File: config.mk
export PLATFORM = sky130hd
export DESIGN_NAME = stbl_mix
export DESIGN_NICKNAME = d
export VERILOG_FILES = /design/src/sv/stbl_pkg.sv /design/src/sv/stbl_mix.sv
export SDC_FILE = /design/constraint.sdc
export NUM_CORES = 1
export LEC_CHECK = 0
export ABC_CLOCK_PERIOD_IN_PS = 16700
export BUFFER_PORTS_ARGS = -buffer_cell sky130_fd_sc_hd__buf_4
export CAP_MARGIN = 0
export CORE_ASPECT_RATIO = 1.75
export CORE_MARGIN = 8
export CORE_UTILIZATION = 50
export DETAILED_ROUTE_END_ITERATION = 7
export MAX_ROUTING_LAYER = met4
export PLACE_DENSITY = 0.76
export RECOVER_POWER = 100
export SETUP_SLACK_MARGIN = 0.3
export SLEW_MARGIN = 20
export SYNTH_ARGS = -nofsm -noshare
export SYNTH_HDL_FRONTEND = slang
export SYNTH_SLANG_ARGS = --single-unit
File: constraint.sdc
create_clock -name vclk -period 16.7
set_clock_uncertainty 0.2 [all_clocks]
set_input_delay 0.835 -clock vclk [all_inputs]
set_output_delay 0.835 -clock vclk [all_outputs]
set_load 0.005 [all_outputs]
File: src/sv/stbl_pkg.sv
package stbl_pkg;

  localparam int unsigned TableDepthDef  = 4096;
  localparam int unsigned BatchLengthDef = 512;

  localparam logic [31:0] SubnetMask  = 32'hFFFF_FF00;
  localparam logic [31:0] SeedReset   = 32'h1234_5678;
  localparam logic [15:0] CapReset    = 16'd2000;
  localparam logic [15:0] RefillReset = 16'd400;

  // configuration register indexes
  localparam logic [1:0] CfgCapacity = 2'd0;
  localparam logic [1:0] CfgRefill   = 2'd1;
  localparam logic [1:0] CfgSeed     = 2'd2;

  // opcodes
  localparam logic [1:0] OpCheck  = 2'd0;
  localparam logic [1:0] OpRefill = 2'd1;
  localparam logic [1:0] OpFill   = 2'd2;

  // murmur3 constants
  localparam logic [31:0] MurC1   = 32'hcc9e_2d51;
  localparam logic [31:0] MurC2   = 32'h1b87_3593;
  localparam logic [31:0] MurC3   = 32'h85eb_ca6b;
  localparam logic [31:0] MurC4   = 32'hc2b2_ae35;
  localparam logic [31:0] MurAdd  = 32'he654_6b64;
  localparam logic [31:0] MurLen  = 32'd4;

  // mixing unit steps
  localparam logic [2:0] MixKey1 = 3'd0;
  localparam logic [2:0] MixKey2 = 3'd1;
  localparam logic [2:0] MixBody = 3'd2;
  localparam logic [2:0] MixFin1 = 3'd3;
  localparam logic [2:0] MixFin2 = 3'd4;

  typedef struct packed {
    logic [1:0]  opcode;
    logic [31:0] source_address;
    logic [2:0]  batch_number;
  } item_t;

  typedef struct packed {
    logic        permitted;
    logic [11:0] bucket_index;
    logic [15:0] tokens_left;
  } result_t;

endpackage

File: src/sv/stbl_mix.sv
module stbl_mix import stbl_pkg::*; (
  input  logic [2:0]  step_i,
  input  logic [31:0] acc_i,
  input  logic [31:0] key_i,
  input  logic [31:0] seed_i,
  output logic [31:0] mix_o
);

  logic [31:0] op_a;
  logic [31:0] op_b;
  logic [31:0] addend;
  logic [31:0] tmp;

  always_comb begin
    op_a   = '0;
    op_b   = '0;
    addend = '0;
    tmp    = '0;
    case (step_i)
      MixKey1: begin
        op_a = key_i;
        op_b = MurC1;
      end
      MixKey2: begin
        op_a = {acc_i[16:0], acc_i[31:17]};
        op_b = MurC2;
      end
      MixBody: begin
        tmp    = seed_i ^ acc_i;
        op_a   = {tmp[18:0], tmp[31:19]};
        op_b   = 32'd5;
        addend = MurAdd;
      end
      MixFin1: begin
        tmp  = acc_i ^ MurLen;
        op_a = tmp ^ (tmp >> 16);
        op_b = MurC3;
      end
      MixFin2: begin
        op_a = acc_i ^ (acc_i >> 13);
        op_b = MurC4;
      end
      default: begin
        op_a = '0;
      end
    endcase
  end

  // shared 32x32 multiplier, low word kept
  assign mix_o = (op_a * op_b) + addend;

endmodule
Word-level counts from Yosys, hierarchy flattened
Index checks and enable logic that the tools add are counted.
{"block": "classes", "add_sub_neg": 1, "n_mul": 1, "div": 0, "magnitude_cmp": 0, "eq_ne": 4, "n_shift": 0, "n_mux": 3, "bitwise": 4, "reduce_logical": 1}
{"op": "one-hot mux 32 bit (5 select lines)", "count": 2}
{"op": "adder 32 bit", "count": 1}
{"op": "multiplier 32 x 32 -> 32 bit", "count": 1}
{"op": "2-to-1 mux 32 bit", "count": 1}
{"op": "XOR 32 x 16 -> 32 bit", "count": 1}
{"op": "XOR 32 x 19 -> 32 bit", "count": 1}
{"op": "XOR 32 bit", "count": 1}
{"op": "== test 3 x 2 -> 1 bit, second input constant", "count": 2}
{"op": "== test 3 x 1 -> 1 bit, second input constant", "count": 1}
{"op": "== test 3 bit, second input constant", "count": 1}
{"op": "zero test 3 bit", "count": 1}
{"op": "inverter 1 bit", "count": 1}
{"block": "totals", "regBits": 0, "latch_bits": 0, "ramBits": 0, "romBits": 0, "out_inout_bits": 32, "memories": 0}

Longest topological paths before layout
{"block": "depth", "ltp_word": 5, "depth_mapped": 35}

Worst setup path before layout
OpenSTA, ideal clock, no wires.
{"block": "synth_timing", "path_kind": "input-to-output", "start": "input port step_i[2]", "end": "output port mix_o[30]", "t_arrival_ns": 8.569, "required_time_ns": 15.665, "setup_slack_ns": 7.096, "cell_stages": 34, "n_path_buf": 3, "path_cell_list": "buf_4 nand3b_1 buf_4 clkbuf_1 o21ai_0 nand2_1 o21ai_0 a211oi_1 nor2_1 fa_1 inv_1 fa_1 inv_1 fa_1 inv_1 fa_1 inv_1 fa_1 inv_1 fa_1 inv_1 fa_1 inv_1 fa_1 inv_1 ha_1 a41oi_1 o21ai_0 nand2_1 inv_1 a311oi_1 nor4_1 or3_1 nand3_1"}
{"block": "synth_between", "elab_chain_cells": 4}
{"item": "from (decl)", "line_no": "stbl_mix.sv:2", "source": "input logic [2:0] step_i,"}
{"item": "== test 3 bit (tied with other cells)", "line_no": "stbl_mix.sv:19", "source": "case (step_i)"}
{"item": "one-hot mux 32 bit (5 select lines)", "line_no": "stbl_mix.sv:19"}
{"item": "multiplier 32 x 32 -> 32 bit", "line_no": "stbl_mix.sv:50", "source": "assign mix_o = (op_a * op_b) + addend;"}
{"item": "adder 32 bit *", "line_no": "stbl_mix.sv:50"}
{"item": "to (decl)", "line_no": "stbl_mix.sv:6", "source": "output logic [31:0] mix_o"}
Every way passes the cells marked *; elsewhere a longest branch is shown, timed or not.

Worst setup path after layout
{"block": "layout_timing", "start": "input port step_i[0]", "end": "output port mix_o[30]"}
The elaborated chain is that of the path after synthesis.

==> impl_metrics.ini <==
[worst_setup_path]
cp_common_cell = fa_1
crit_slowest_cell = nor3b_1
arrival_ns = 13.08
critPathKind = in -> out
worst-endpoint-required_ns = 15.66
critical-path-top-delay-family = adder cells
slowest_delay_ns = 1.97
cp-end-kind = output pin
cp_num_buf_inv = 7
cp_max_fo = 23
crit_path_start_kind = input port

[sta]
post-route-min-period_ns = 14.11
hold_viol_final = 0
worst_pin_slew_ns = 2.531
post-route-period-util_pct = 84.50
max-slew-margin-rel_pct = -69.07
slew_viol_final = 30
setup_viol = 0
grt_setup_unrepaired = no
fin_setup_tns_ns = 0
fmax_mhz = 70.86

[clock_tree]
ctsResizeCount = 0
cts_hold_buf = 0
postCtsSetupBuffers = 0

[status]
violations = max-capacitance violations, max-slew violations
status = complete, but fails checks

[place]
hpwlAfterDp_mm = 68.54
place.gp.congestion = 1.152
portBuffers = 131

[detailed_routing]
dr.pass1.iters = 8
top_layer = met4
dr_wl_met3_mm = 5.673
wl_met1_mm = 22.57
routed_wl_mm = 78.45
drtAntennaViolNets = 0
drt_iter0_drc = 977
dr_total_vias = 13540
wire_per_inst_um = 33.10
drcViolationCount = 0
routed_via_density = 5.713
route.met2.wl_mm = 39.43

[layout]
fillers = 3191
syn_to_final_growth_pct = 8.294
multiInputGateArea_sq_um = 14290
final_layout_size_suffix_gt1_share_pct = 10.20
design.seq.count = 0
nets = 2618
diodes = 0
seqCellArea_sq_um = 0
clkbuf_count = 0

[global_routing]
grt_max_degree = 32
grt_pass1_wl_mm = 110.5
gr-usage-all-layers_pct = 41.53
grt.overflow.total = 0
grt_antenna_before_repair = 0
grt_pass1_vias = 15470

[die]
die_x_um = 154.6
die_area_sq_um = 39960
num_rows = 89
start_util_pct = 50.30
core_area_sq_um = 33410
io_pins = 131
fp.dieH_um = 258.5

[flow_run]
drv_cap = 2

[logic_synthesis]
postSynthAreaPerCell_sq_um = 9.015
yosys_warnings = 0
ys_types = 70
synth_top_area_share_pct = 49.91
synth_area_leader_cell = fa_1
synth_top_cells_by_count = inv_1 (579), fa_1 (419), ha_1 (137)
synth_most_common_cell = inv_1
synthCells = 1864
ys_seq_area_share_pct = 0
synthesis.area_sq_um = 16800
synth_nets = 2519
synth_area_leaders = fa_1 (50%), inv_1 (13%), ha_1 (10%)

[min_path]
hp-class = in -> out
==> metrics by stage <==
| stage | instances | utilization [%] | instance area (sq um) | hold WS [ns] | setup slack (ns) |
|---|---|---|---|---|---|
| CTS | 2369 | 54.56 | 18230 | 2.252 | 5.134 |
| floorplan | 1864 | - | 16800 | 1.906 | 7.096 |
| finish | 2370 | 54.48 | 18200 | 2.252 | 2.588 |
| detailed placement | 2369 | 54.56 | 18230 | 2.252 | 5.170 |
| global placement | 2369 | 54.55 | 18220 | 2.233 | 5.196 |
| global route | 2370 | 54.48 | 18200 | 2.320 | 2.382 |
==> placed cells by master (no fill, tap or decap), types with 5 or more instances in the layout <==
| cell type | instances |
|---|---|
| fa_1 | 419 |
| a21oi_1 | 45 |
| inv_1 | 580 |
| o21ai_1 | 7 |
| nor2_1 | 122 |
| xor2_1 | 46 |
| xnor3_1 | 6 |
| mux2_2 | 9 |
| inv_2 | 7 |
| ha_1 | 137 |
| o22ai_1 | 6 |
| nand3_1 | 7 |
| a221o_1 | 5 |
| buf_4 | 135 |
| xnor2_1 | 85 |
| o31ai_1 | 5 |
| a21o_1 | 15 |
| o221ai_1 | 5 |
| mux2i_1 | 22 |
| a22oi_1 | 6 |
| clkbuf_4 | 21 |
| nand2_1 | 133 |
| o21ai_0 | 14 |
| nor3_1 | 7 |
| a31oi_1 | 6 |
| nand2b_1 | 5 |
| o21bai_1 | 9 |
| and2_1 | 25 |
| clkbuf_1 | 5 |
==> final timing paths <==
kind	start	endpoint	slack, ns	depth (start not counted)
worst min-delay path	seed_i[19]	mix_o[2]	2.25	7
worst max-delay path	step_i[0]	mix_o[30]	2.59	27
==> kinds of logic after synthesis <==
logic type                 count (synthesis)  synth area share (%)
AOI/OAI and AO/OA                        152                 6.240
xor gates and xnor gates                 138                 7.728
adders and majority gates                556                 60.11
buffers and inverters                    652                 14.94
muxes                                     33                 2.115
and+or+nand+nor                          333                 8.860
==> layer usage <==
layer / track usage (%) / vias up
li1: - / 5616
met1: 36.36 / 6792
met2: 71.09 / 742
met3: 8.607 / 389
met4: 43.14 / 0
met5: - / -
==> layout make-up <==
cell class | instances | share of cell area [%]
Multi-Input combinational cell | 1212 | 78.51
Tap cell | 409 | 2.812
Inverter | 588 | 12.13
Timing Repair Buffer | 161 | 6.538
Power is left out: the tool's default activity adds up to more than one toggle a clock period on the data nets, which glitch-free logic cannot reach.
